`src/rtl/hcsp_pkg.sv`:
```
// hcsp_pkg: shared types and constants of the hex color string parser
// no dependencies; imported by every rtl module of the parser
package hcsp_pkg;

  // result status codes
  typedef enum logic [2:0] {
    ST_OK          = 3'd0,
    ST_TOO_LONG    = 3'd1,
    ST_BAD_DIGIT   = 3'd2,
    ST_BAD_PATTERN = 3'd3,
    ST_ALPHA_REQ   = 3'd4
  } status_t;

  // configuration register indexes
  localparam int unsigned CFG_IDX_W = 2;
  localparam logic [CFG_IDX_W-1:0] CFG_WITH_ALPHA  = 2'd0;
  localparam logic [CFG_IDX_W-1:0] CFG_REQ_ALPHA   = 2'd1;
  localparam logic [CFG_IDX_W-1:0] CFG_PERMISSIVE  = 2'd2;

  // configuration as seen by the formatter
  typedef struct packed {
    logic with_alpha_mode;
    logic require_alpha;
    logic permissive;
  } cfg_t;

  // string state after the current character
  typedef struct packed {
    logic [3:0]  digit_count;
    logic [31:0] hex_acc;
    logic        saw_bad_digit;
  } str_t;

  // one result item
  typedef struct packed {
    logic [7:0] red;
    logic [7:0] green;
    logic [7:0] blue;
    logic [7:0] alpha;
    status_t    status;
  } color_t;

endpackage

```
`src/rtl/hcsp_char_if.sv`:
```
// hcsp_char_if: character input channel of the hex color string parser
// no dependencies
interface hcsp_char_if;
  logic       valid;
  logic       ready;
  logic [7:0] char_code;
  logic       is_last;
  logic       is_empty;

  modport source (output valid, char_code, is_last, is_empty, input ready);
  modport sink   (input valid, char_code, is_last, is_empty, output ready);
endinterface

```
`src/rtl/hcsp_color_if.sv`:
```
// hcsp_color_if: result channel of the hex color string parser
// no dependencies
interface hcsp_color_if;
  logic       valid;
  logic       ready;
  logic [7:0] red;
  logic [7:0] green;
  logic [7:0] blue;
  logic [7:0] alpha;
  logic [2:0] status;

  modport source (output valid, red, green, blue, alpha, status, input ready);
  modport sink   (input valid, red, green, blue, alpha, status, output ready);
endinterface

```
`src/rtl/hcsp_cfg_if.sv`:
```
// hcsp_cfg_if: configuration write channel of the hex color string parser
// no dependencies
interface hcsp_cfg_if;
  logic       valid;
  logic       ready;
  logic [1:0] index;
  logic       data;

  modport source (output valid, index, data, input ready);
  modport sink   (input valid, index, data, output ready);
endinterface

```
`src/rtl/hcsp_state.sv`:
```
// hcsp_state: digit decode and per-string state (count, accumulator, flags)
// depends on hcsp_pkg
module hcsp_state import hcsp_pkg::*; (
  input  logic       clk,
  input  logic       rst,
  input  logic       step,       // item in the input register is consumed
  input  logic [7:0] char_code,
  input  logic       is_last,
  input  logic       is_empty,
  output str_t       snap         // state including the current character
);

  localparam logic [3:0] COUNT_MAX = 4'd9;
  localparam logic [7:0] HASH_CHAR = 8'h23;

  str_t cur;
  logic at_first_char;
  logic hash_skip;
  logic nib_ok;
  logic [3:0] nib;

  // hex digit decode
  always_comb begin
    nib_ok = 1'b1;
    nib    = 4'd0;
    if (char_code >= 8'h30 && char_code <= 8'h39) begin
      nib = 4'(char_code - 8'h30);
    end else if (char_code >= 8'h61 && char_code <= 8'h66) begin
      nib = 4'(char_code - 8'h57);
    end else if (char_code >= 8'h41 && char_code <= 8'h46) begin
      nib = 4'(char_code - 8'h37);
    end else begin
      nib_ok = 1'b0;
    end
  end

  // fold the current character into the string state
  assign hash_skip = at_first_char && (char_code == HASH_CHAR);

  always_comb begin
    snap = cur;
    if (!hash_skip) begin
      if (cur.digit_count < COUNT_MAX) begin
        snap.digit_count = cur.digit_count + 4'd1;
      end
      if (nib_ok) begin
        snap.hex_acc = {cur.hex_acc[27:0], nib};
      end else begin
        snap.saw_bad_digit = 1'b1;
      end
    end
  end

  // state registers, cleared after every emitted result
  always_ff @(posedge clk) begin
    if (rst) begin
      cur           <= '0;
      at_first_char <= 1'b1;
    end else if (step) begin
      if (is_last || is_empty) begin
        cur           <= '0;
        at_first_char <= 1'b1;
      end else begin
        cur           <= snap;
        at_first_char <= 1'b0;
      end
    end
  end

endmodule

```
`src/rtl/hcsp_format.sv`:
```
// hcsp_format: picks the color format from the digit count and checks errors
// depends on hcsp_pkg
module hcsp_format import hcsp_pkg::*; (
  input  str_t   snap,
  input  logic   is_empty,
  input  cfg_t   cfg,
  output color_t color
);

  localparam logic [3:0] LIMIT_RGBA = 4'd8;
  localparam logic [3:0] LIMIT_RGB  = 4'd6;
  localparam logic [7:0] FULL       = 8'hFF;

  logic [3:0]  n;
  logic [31:0] v;
  logic [3:0]  limit;
  logic        alpha_missing_err;

  assign n     = snap.digit_count;
  assign v     = snap.hex_acc;
  assign limit = cfg.with_alpha_mode ? LIMIT_RGBA : LIMIT_RGB;
  assign alpha_missing_err = cfg.with_alpha_mode && cfg.require_alpha;

  // checks in order: empty, too long, bad digit, then pattern by length
  always_comb begin
    color        = '0;
    color.status = ST_OK;
    priority if (is_empty) begin
      if (cfg.permissive) begin
        color.red   = FULL;
        color.green = FULL;
        color.blue  = FULL;
        color.alpha = FULL;
      end else begin
        color.status = ST_BAD_DIGIT;
      end
    end else if (n > limit) begin
      color.status = ST_TOO_LONG;
    end else if (snap.saw_bad_digit || n == 4'd0) begin
      color.status = ST_BAD_DIGIT;
    end else begin
      unique case (n)
        4'd8: begin
          color.red   = v[31:24];
          color.green = v[23:16];
          color.blue  = v[15:8];
          color.alpha = v[7:0];
        end
        4'd6: begin
          if (alpha_missing_err) begin
            color.status = ST_ALPHA_REQ;
          end else begin
            color.red   = v[23:16];
            color.green = v[15:8];
            color.blue  = v[7:0];
            color.alpha = FULL;
          end
        end
        4'd4: begin
          if (cfg.with_alpha_mode) begin
            color.red   = {v[15:12], v[15:12]};
            color.green = {v[11:8], v[11:8]};
            color.blue  = {v[7:4], v[7:4]};
            color.alpha = {v[3:0], v[3:0]};
          end else begin
            color.status = ST_BAD_PATTERN;
          end
        end
        4'd3: begin
          if (alpha_missing_err) begin
            color.status = ST_ALPHA_REQ;
          end else begin
            color.red   = {v[11:8], v[11:8]};
            color.green = {v[7:4], v[7:4]};
            color.blue  = {v[3:0], v[3:0]};
            color.alpha = FULL;
          end
        end
        4'd2, 4'd1: begin
          // grey forms, only in permissive mode
          if (!cfg.permissive) begin
            color.status = ST_BAD_PATTERN;
          end else if (alpha_missing_err) begin
            color.status = ST_ALPHA_REQ;
          end else begin
            color.red   = (n == 4'd2) ? v[7:0] : {v[3:0], v[3:0]};
            color.green = color.red;
            color.blue  = color.red;
            color.alpha = FULL;
          end
        end
        default: begin
          color.status = ST_BAD_PATTERN;
        end
      endcase
    end
  end

endmodule

```
`src/rtl/hex_color_string_parser_unit.sv`:
```
// hex_color_string_parser_unit: top level of the hex color string parser
// depends on hcsp_pkg, hcsp_char_if, hcsp_color_if, hcsp_cfg_if, hcsp_state, hcsp_format
//
//   channel    dir  payload                                   handshake
//   char_in    in   char_code[7:0] is_last is_empty           valid/ready
//   color_out  out  red green blue alpha[7:0] status[2:0]     valid/ready
//   cfg        in   index[1:0] data                           valid/ready, always ready
//
// one character per cycle while no final item waits for a free result slot
// path: input register, then state update and format logic, then result register
// rst (synchronous) clears the config to four-component rules and empties the string
// a stalled result holds the input register only when that item also ends a string
module hex_color_string_parser_unit import hcsp_pkg::*; (
  input  logic            clk,
  input  logic            rst,
  hcsp_char_if.sink       char_in,
  hcsp_color_if.source    color_out,
  hcsp_cfg_if.sink        cfg
);

  cfg_t       cfg_reg;
  logic       in_valid;
  logic [7:0] in_char;
  logic       in_last;
  logic       in_empty;
  logic       ends_string;
  logic       step;
  logic       out_valid;
  color_t     out_color;
  color_t     color_next;
  str_t       snap;

  // configuration registers
  assign cfg.ready = 1'b1;

  always_ff @(posedge clk) begin
    if (rst) begin
      cfg_reg.with_alpha_mode <= 1'b1;
      cfg_reg.require_alpha   <= 1'b0;
      cfg_reg.permissive      <= 1'b0;
    end else if (cfg.valid) begin
      unique case (cfg.index)
        CFG_WITH_ALPHA: cfg_reg.with_alpha_mode <= cfg.data;
        CFG_REQ_ALPHA:  cfg_reg.require_alpha   <= cfg.data;
        CFG_PERMISSIVE: cfg_reg.permissive      <= cfg.data;
        default: ;
      endcase
    end
  end

  // advance rule: non-final items always move, final ones need a free result slot
  assign ends_string  = in_last || in_empty;
  assign step         = in_valid && (!ends_string || !out_valid || color_out.ready);
  assign char_in.ready = !in_valid || step;

  // input register
  always_ff @(posedge clk) begin
    if (rst) begin
      in_valid <= 1'b0;
    end else if (char_in.ready) begin
      in_valid <= char_in.valid;
    end
  end

  always_ff @(posedge clk) begin
    if (char_in.ready && char_in.valid) begin
      in_char  <= char_in.char_code;
      in_last  <= char_in.is_last;
      in_empty <= char_in.is_empty;
    end
  end

  // string state
  hcsp_state u_state (
    .clk       (clk),
    .rst       (rst),
    .step      (step),
    .char_code (in_char),
    .is_last   (in_last),
    .is_empty  (in_empty),
    .snap      (snap)
  );

  // format selection and error checks
  hcsp_format u_format (
    .snap     (snap),
    .is_empty (in_empty),
    .cfg      (cfg_reg),
    .color    (color_next)
  );

  // result register
  always_ff @(posedge clk) begin
    if (rst) begin
      out_valid <= 1'b0;
    end else if (step && ends_string) begin
      out_valid <= 1'b1;
    end else if (color_out.ready) begin
      out_valid <= 1'b0;
    end
  end

  always_ff @(posedge clk) begin
    if (step && ends_string) begin
      out_color <= color_next;
    end
  end

  assign color_out.valid  = out_valid;
  assign color_out.red    = out_color.red;
  assign color_out.green  = out_color.green;
  assign color_out.blue   = out_color.blue;
  assign color_out.alpha  = out_color.alpha;
  assign color_out.status = out_color.status;

`ifndef NO_ASSERTIONS
  // an error result carries no color
  a_err_zero: assert property (@(posedge clk) disable iff (rst)
    out_valid && out_color.status != ST_OK |->
      out_color.red == 8'd0 && out_color.green == 8'd0 &&
      out_color.blue == 8'd0 && out_color.alpha == 8'd0)
    else $error("error result with nonzero color");

  // a held item in the input register is not overwritten
  a_hold_in: assert property (@(posedge clk) disable iff (rst)
    in_valid && !step |=> in_valid && $stable(in_char) && $stable(in_last))
    else $error("input register lost a held item");

  // a finished string always lands in the result register
  a_result_loaded: assert property (@(posedge clk) disable iff (rst)
    step && ends_string |=> out_valid)
    else $error("finished string gave no result");

  // an empty input register never blocks the channel
  a_ready_when_free: assert property (@(posedge clk) disable iff (rst)
    !in_valid |-> char_in.ready)
    else $error("input stalled with free register");
`endif

endmodule

```
`src/flat_wrapper.sv`:
```
// flat-port wrapper written by rule: the top's interface ports become plain ports
module hex_color_string_parser_unit_flat import hcsp_pkg::*;
  (clk, rst, char_in_valid, char_in_char_code, char_in_is_last, char_in_is_empty, char_in_ready, color_out_valid, color_out_red, color_out_green, color_out_blue, color_out_alpha, color_out_status, color_out_ready, cfg_valid, cfg_index, cfg_data, cfg_ready);
  hcsp_char_if char_in_i ();
  hcsp_color_if color_out_i ();
  hcsp_cfg_if cfg_i ();
  input  logic clk;
  input  logic rst;
  input wire logic [$bits(char_in_i.valid)-1:0] char_in_valid;
  input wire logic [$bits(char_in_i.char_code)-1:0] char_in_char_code;
  input wire logic [$bits(char_in_i.is_last)-1:0] char_in_is_last;
  input wire logic [$bits(char_in_i.is_empty)-1:0] char_in_is_empty;
  output wire logic [$bits(char_in_i.ready)-1:0] char_in_ready;
  output wire logic [$bits(color_out_i.valid)-1:0] color_out_valid;
  output wire logic [$bits(color_out_i.red)-1:0] color_out_red;
  output wire logic [$bits(color_out_i.green)-1:0] color_out_green;
  output wire logic [$bits(color_out_i.blue)-1:0] color_out_blue;
  output wire logic [$bits(color_out_i.alpha)-1:0] color_out_alpha;
  output wire logic [$bits(color_out_i.status)-1:0] color_out_status;
  input wire logic [$bits(color_out_i.ready)-1:0] color_out_ready;
  input wire logic [$bits(cfg_i.valid)-1:0] cfg_valid;
  input wire logic [$bits(cfg_i.index)-1:0] cfg_index;
  input wire logic [$bits(cfg_i.data)-1:0] cfg_data;
  output wire logic [$bits(cfg_i.ready)-1:0] cfg_ready;
  assign char_in_i.valid = char_in_valid;
  assign char_in_i.char_code = char_in_char_code;
  assign char_in_i.is_last = char_in_is_last;
  assign char_in_i.is_empty = char_in_is_empty;
  assign char_in_ready = char_in_i.ready;
  assign color_out_valid = color_out_i.valid;
  assign color_out_red = color_out_i.red;
  assign color_out_green = color_out_i.green;
  assign color_out_blue = color_out_i.blue;
  assign color_out_alpha = color_out_i.alpha;
  assign color_out_status = color_out_i.status;
  assign color_out_i.ready = color_out_ready;
  assign cfg_i.valid = cfg_valid;
  assign cfg_i.index = cfg_index;
  assign cfg_i.data = cfg_data;
  assign cfg_ready = cfg_i.ready;
  hex_color_string_parser_unit u_core (.clk(clk), .rst(rst), .char_in(char_in_i), .color_out(color_out_i), .cfg(cfg_i));
endmodule
```
`config.mk`:
```
export PLATFORM = sky130hd
export DESIGN_NAME = hex_color_string_parser_unit_flat
export DESIGN_NICKNAME = d
export VERILOG_FILES = /design/src/rtl/hcsp_pkg.sv /design/src/rtl/hcsp_char_if.sv /design/src/rtl/hcsp_color_if.sv /design/src/rtl/hcsp_cfg_if.sv /design/src/rtl/hcsp_state.sv /design/src/rtl/hcsp_format.sv /design/src/rtl/hex_color_string_parser_unit.sv /design/src/flat_wrapper.sv
export SDC_FILE = /design/constraint.sdc
export NUM_CORES = 1
export LEC_CHECK = 0
export BUFFER_PORTS_ARGS = -buffer_cell sky130_fd_sc_hd__buf_4
export CORE_ASPECT_RATIO = 1.1
export CORE_MARGIN = 2
export CORE_UTILIZATION = 45
export CTS_CLUSTER_SIZE = 25
export DETAILED_ROUTE_END_ITERATION = 8
export GPL_TIMING_DRIVEN = 0
export SYNTH_ARGS = -nofsm -noshare
export SYNTH_HDL_FRONTEND = slang
export SYNTH_SLANG_ARGS = --single-unit
```
`constraint.sdc`:
```
create_clock -name clk -period 7.3 [get_ports clk]
set_clock_uncertainty 0.2 [all_clocks]
set_input_delay 0.365 -clock clk [delete_from_list [all_inputs] [get_ports clk]]
set_output_delay 0.365 -clock clk [all_outputs]
set_load 0.01 [all_outputs]
```
==> impl_results.md, run 1 <==
* Run status: finished, final reports clean
* Overall power at 1.08 mW
* Vias at 4,197
* CTS clk-pin slew, worst paths at 0.06 ns
* Slowest-stage cell, CP: dfxtp_1
* Antenna Nets Post-Route at 0
* Required @ worst endpoint at 7.25 ns
* Mapped Cells at 486
* Cells along the critical path: clkinv_1 > ha_1 > nor2b_1 > o21ai_0 > or3_1 > and2_1 > inv_2 > ha_1 > nor2b_1 > o21a_1 > o22ai_1 > nand3_1 > clkbuf_1 > o21ai_0
* Die Height at 112 um
* # port buffers at 53
* Synth cell types at 66
* Starting DRT DRC Count at 266
* Pre-Repair DR Iteration Count at 6
* CTS max path bufs at 2
* Area grow syn2layout at 20.6%
* DR vias/cell at 5.92
* R2R setup slack at 3.06 ns
* Yosys warnings at 0
* Total core area at 0.0104 mm^2
* CTS tree: done
* Antenna diodes at 0
* Slew headroom at 42.8%
* GR Layer Usage met3 at 4.05%
* First-pass GRT wire length at 20,700 um
* FFs w/ async S/R, synth at 0%
* Max reg flops at 37
* Most flops, register: u_core.u_state.cur
* Global placer's final weighted congestion at 0.898
* Post-DP HPWL at 9470 um
* Num ports at 56
* Seq/Total Area, Yosys at 46.2%
* CTS sink count at 88
* Max FO, Critical Path at 10
* H-tree lvl count at 3
* Number of flops mapped to enable cells by yosys at 45
* Initial Util at 46.1%
* Congestion Overflow GR at 0
* Routed length per instance at 18.5 um
* Global-route layer with the greatest usage: met2
* Worst skew pair latency at 0.35 ns
* Min cycle time layout at 4.24 ns
* Final Non-Filler Cells at 709
* Period utilization at 58.1%
* Hold violation count in the final report at 0
* Vias in the first global route at 3,920
* Placed Cells at 683
* Syn Nets at 513
* # rows at 39
* Final Slew Violations at 0
* Synth Cell Area at 0.00479 mm^2
* Die area at 0.0115 mm^2
* CP peak stage delay at 0.45 ns
* PostCTS Resize Cnt at 0
* Fmax at 236 MHz
* Met1 GRT Util at 33.5%
* CTS Buf Count at 9
* Yosys reg bits at 88
* Max Cap Violations at 0
* Final instance area at 0.00578 mm^2
* DP Area at 0.00539 mm^2
* Largest net degree at the start of global routing at 37
* Main synth FF type: edfxtp_1
* Crit path DAT at 4.19 ns
* DRC Markers at 0
* Most common cell after layout, fill and taps aside: nor2_1
* Slew @ Worst Pin at 0.858 ns
* Fin util at 55.6%
* Layout Nets at 588
* GRT Util Overall at 23.4%
* Setup Viol. Count Final at 0
* Root buf cell: clkbuf_16
* Setup TNS at 0 ns
* CP Launch Type: flop
* Pwr per Cell Area at 187 mW/mm^2
* Initial antenna violation count at 0
* Critical path type: flop to flop
* Routed wire length at 13,100 um
* Die X at 102 um
* Static Leak at 1.96 nW
* Most frequent cells in the layout: nor2_1 (60), buf_4 (56), edfxtp_1 (45)
* Layout cells sized above 1 at 20.0%
* Peak supply drop at 0.000113 V
* RSZ-0062 raised after global routing: false
* Met2 usage at 35.9%
* Worst hold path class: primary input to flop
* Mean Syn Cell Area at 9.85 um^2
* Crit end category: flop
## logic make-up (layout without fill, tap and decap cells)
family | after synthesis | in the layout | synth area share, %
buf+inv | 47 | 127 | 4.23
compound gates | 171 | 171 | 24.5
flops | 88 | 88 | 46.2
mux | 39 | 39 | 8.62
simple gates | 128 | 128 | 13.5
fa+ha+maj | 9 | 9 | 2.35
other cells | 1 | 1 | 0.0783
xor+xnor | 3 | 3 | 0.549
## final cells by class
type                            instances  area [um^2]
Buffer                                 34          154
Clock inverter                          3         21.3
Inverter                               13         48.8
Fill cell                             963         4620
Timing Repair Buffer                   64          518
Sequential cell                        88         2210
Clock buffer                           13          263
Tap cell                              143          179
Multi-Input combinational cell        351         2380
## Yosys cell counts, types with 3 or more instances
cell        n  share of area (%)
a21oi_1    33                3.4
a221oi_1   11                2.0
a22oi_1    32                5.0
a2bb2oi_1   4               0.73
a31oi_1    20                2.6
a41oi_1     3               0.55
and2_1      3               0.39
buf_2      11                1.1
buf_4       3               0.47
clkbuf_1   19                1.5
dfxtp_1    43                 18
edfxtp_1   45                 28
ha_1        9                2.4
inv_1      10               0.78
mux2_2     18                4.2
mux2i_1    21                4.4
nand2_1    20                1.6
nand2b_1    7               0.91
nand3_1     5               0.52
nor2_1     61                4.8
nor2b_1     4               0.52
nor3_1      3               0.31
nor4_1      4               0.52
o211ai_1    3               0.47
o21ai_0    26                2.7
o21ai_1     4               0.42
o22a_1     11                2.0
o22ai_1     3               0.39
xnor2_1     3               0.55
## stage by stage
| step | worst slack (ns) | hold slack (ns) |
|---|---|---|
| after floorplan | 3.89 | 0.260 |
| after global placement | 3.21 | 0.283 |
| after detailed placement | 3.17 | 0.297 |
| after CTS | 3.14 | 0.0507 |
| after global routing | 2.74 | 0.0526 |
| final | 3.06 | 0.0567 |
## worst max-delay path, delay by kind of cell, from the launching register on
family,cells,cell delay [ns]
AOI/OAI and AO/OA,4,1.17
adders and majority gates,2,0.62
buffers and inverters,3,0.71
DFF,1,0.45
and+or+nand+nor,5,0.91
## routing by layer
metal  vias to the layer above  routed length (um)
met5                         -                   0
met4                         0                 185
met3                        16                 634
met2                       140                6060
met1                      2026                6230
li1                       2015                   -
## path summary, 6_finish.rpt
path,startpoint,cells past startpoint,endpoint
max,u_core.u_state.cur[33],14,u_core.color_out.alpha[3]
min,cfg_data,2,u_core.cfg_reg[2]
max reg2reg,u_core.u_state.cur[33],14,u_core.color_out.alpha[3]
min reg2reg,u_core.u_state.cur[29],2,u_core.u_state.cur[29]
## power by group
part | leakage [nW] | switching, mW | internal [mW]
sequential | 0.772 | 0.00783 | 0.532
clock | 0.143 | 0.192 | 0.255
combinational | 1.04 | 0.0521 | 0.0397
## timing repair
item	in CTS	in global routing
buffers inserted	0	0
hold endpoints to repair	10	0
hold buffers	10	0
Power figures use the tool's default switching activity.
==> run 2, diff against run 1 <==
- clock period: 7.3 -> 4.2 ns (I/O delays scaled with it)
==> run 2 against run 1 <==
Sequential power grew 74%. Clock-buffer cell count unchanged. Cell area is 1.2% higher. Die area stayed put. Combinational power increased by 81%. Core utilization rose by 0.65 points. Via count is 1.5% higher. Critical path type unchanged. Largest power group unchanged.
==> impl_results.md, run 2 (synthesized netlist as in run 1, its figures left out) <==
* Net load switching power at 0.433 mW
* Min-delay src: rst
* Largest net degree at the start of global routing at 37
* Max reg flops at 37
* Comb pwr share at 8.8%
* Min cycle time layout at 3.96 ns
* # port buffers at 53
* Crit end category: flop
* Run status: finished, final reports clean
* Die X at 102 um
* Worst skew pair latency at 0.34 ns
* Worst hold path class: primary input to flop
* RSZ-0062 raised after global routing: false
* Fmax at 253 MHz
* Hold violation count in the final report at 0
* Power share of the sequential group at 50.0%
* Routed length per instance at 18.2 um
* R2R setup slack at 0.24 ns
* CTS sink count at 88
* Routed wire length at 13,100 um
* Reg2reg start: u_core.u_state.cur[33]
* Period utilization at 94.3%
* Pre-Repair DR Iteration Count at 5
* Layout cells sized above 1 at 20.8%
* # rows at 39
* Setup TNS at 0 ns
* Crit path DAT at 3.91 ns
* Die area at 0.0115 mm^2
* Final instance area at 0.00584 mm^2
* Clk pwr share at 41.1%
* CP Launch Type: flop
* Die Height at 112 um
* CTS Buf Count at 9
* Congestion Overflow GR at 0
* Total core area at 0.0104 mm^2
* CTS max path bufs at 2
* Reg-to-reg endpoint: u_core.color_out.green[6]
* Internal at 1.44 mW
* Num ports at 56
* Pwr per Cell Area at 321 mW/mm^2
* Initial antenna violation count at 0
* DP Area at 0.00539 mm^2
* Setup Viol. Count Final at 0
* DR vias/cell at 5.95
* First-pass GRT wire length at 20,800 um
* Peak supply drop at 0.000192 V
* Global placer's final weighted congestion at 0.898
* Most flops, register: u_core.u_state.cur
* End of the worst hold path: u_core.u_state.cur[34]
* Antenna Nets Post-Route at 0
* Post-DP HPWL at 9470 um
* CTS tree: done
* Static Leak at 1.99 nW
* Seq. cell area at 0.00221 mm^2
* Final Slew Violations at 0
* Pre-CTS WS at 0.0653 ns
* Starting DRT DRC Count at 292
* Area of the multi-input gates at 0.00239 mm^2
* Max FO, Critical Path at 10
* Fin util at 56.2%
* Layout Nets at 595
* Max Cap Violations at 0
* Sw Share at 23.1%
* Area grow syn2layout at 22.1%
* Hold Path Stages at 2
* Initial Util at 46.1%
* GRT Util Overall at 23.5%
* H-tree lvl count at 3
* Vias at 4,258
* Antenna diodes at 0
* Slew @ Worst Pin at 0.858 ns
* Vias in the first global route at 3,936
* Required @ worst endpoint at 4.15 ns
* Most frequent cells in the layout: nor2_1 (60), buf_4 (60), edfxtp_1 (45)
* Critical path type: flop to flop
* CTS clk-pin slew, worst paths at 0.06 ns
* R2r worst-path depth at 14
* Layout filler cell count at 955
* Setup ws final at 0.240 ns
* DRC Markers at 0
* Root buf cell: clkbuf_16
* Fin Hold WS at 0.0138 ns
* Slew headroom at 42.8%
[run 2: cell types whose count changed in the layout (fill, tap and decap cells not counted), sizes merged]
cell / before / now
buf: 68 / 72
dlygate4sd3: 10 / 13
[run 2: power by group through the flow]
stage | Sequential [mW] | Clock, mW | Combinational [mW]
floorplan | 0.961 | 0 | 0.0833
global placement | 0.957 | 0 | 0.147
detailed placement | 0.957 | 0 | 0.151
CTS | 0.938 | 0.785 | 0.161
global route | 0.939 | 0.824 | 0.181
finish | 0.937 | 0.771 | 0.166
[run 2: cell type report]
class                   instances  area share, %
multi-input cells             351           40.8
flip-flops and latches         88           37.9
repair buffers                 71           9.89
clock buffers                  13           4.50
well taps                     143           3.06
plain buffers                  34           2.65
inverters                      13          0.835
clock inverters                 3          0.364
[run 2: per-layer routing]
| layer | GRT usage [%] | up-vias | part of all wire [%] |
|---|---|---|---|
| met5 | 0 | - | 0 |
| met4 | 7.73 | 0 | 1.6 |
| met3 | 4.05 | 18 | 4.9 |
| met2 | 36.1 | 144 | 47 |
| met1 | 33.6 | 2063 | 47 |
| li1 | - | 2033 | - |
[run 2: worst max-delay path by stage]
stage / cells past startpoint / to / slack, ns / from
3_5_place_dp: 14 / u_core.color_out.alpha[3] / 0.07 / u_core.u_state.cur[33]
6_report: 14 / u_core.color_out.green[6] / 0.24 / u_core.u_state.cur[33]
4_1_cts: 14 / u_core.color_out.alpha[3] / 0.04 / u_core.u_state.cur[33]
5_1_grt: 14 / u_core.color_out.alpha[1] / 0.0001 / u_core.in_char[1]
3_3_place_gp: 14 / u_core.color_out.alpha[3] / 0.11 / u_core.u_state.cur[33]
2_1_floorplan: 14 / u_core.color_out.green[6] / 0.79 / u_core.in_char[0]
[run 2: critical path, stage by stage (launching register included)]
cell and delay (ns):
dfxtp_1 0.44, clkinv_1 0.32, ha_1 0.30, nor2b_1 0.14
o21ai_1 0.28, or3_1 0.17, and2_1 0.24, inv_2 0.15
ha_1 0.32, nor2b_1 0.13, o21a_1 0.17, o22ai_2 0.22
a31oi_1 0.19, buf_2 0.25, a41oi_1 0.25
[run 2: through the flow]
stage,total power [mW],std cells
finish,1.87,716
global route,1.94,716
CTS,1.88,712
floorplan,1.04,486
global placement,1.10,682
detailed placement,1.11,683
[run 2: what timing repair did]
action,in CTS,in global routing
buffers inserted,0,4
hold buffers,13,0
resized for setup,0,5
endpoints found under the hold margin,15,0
setup endpoints to repair,0,33
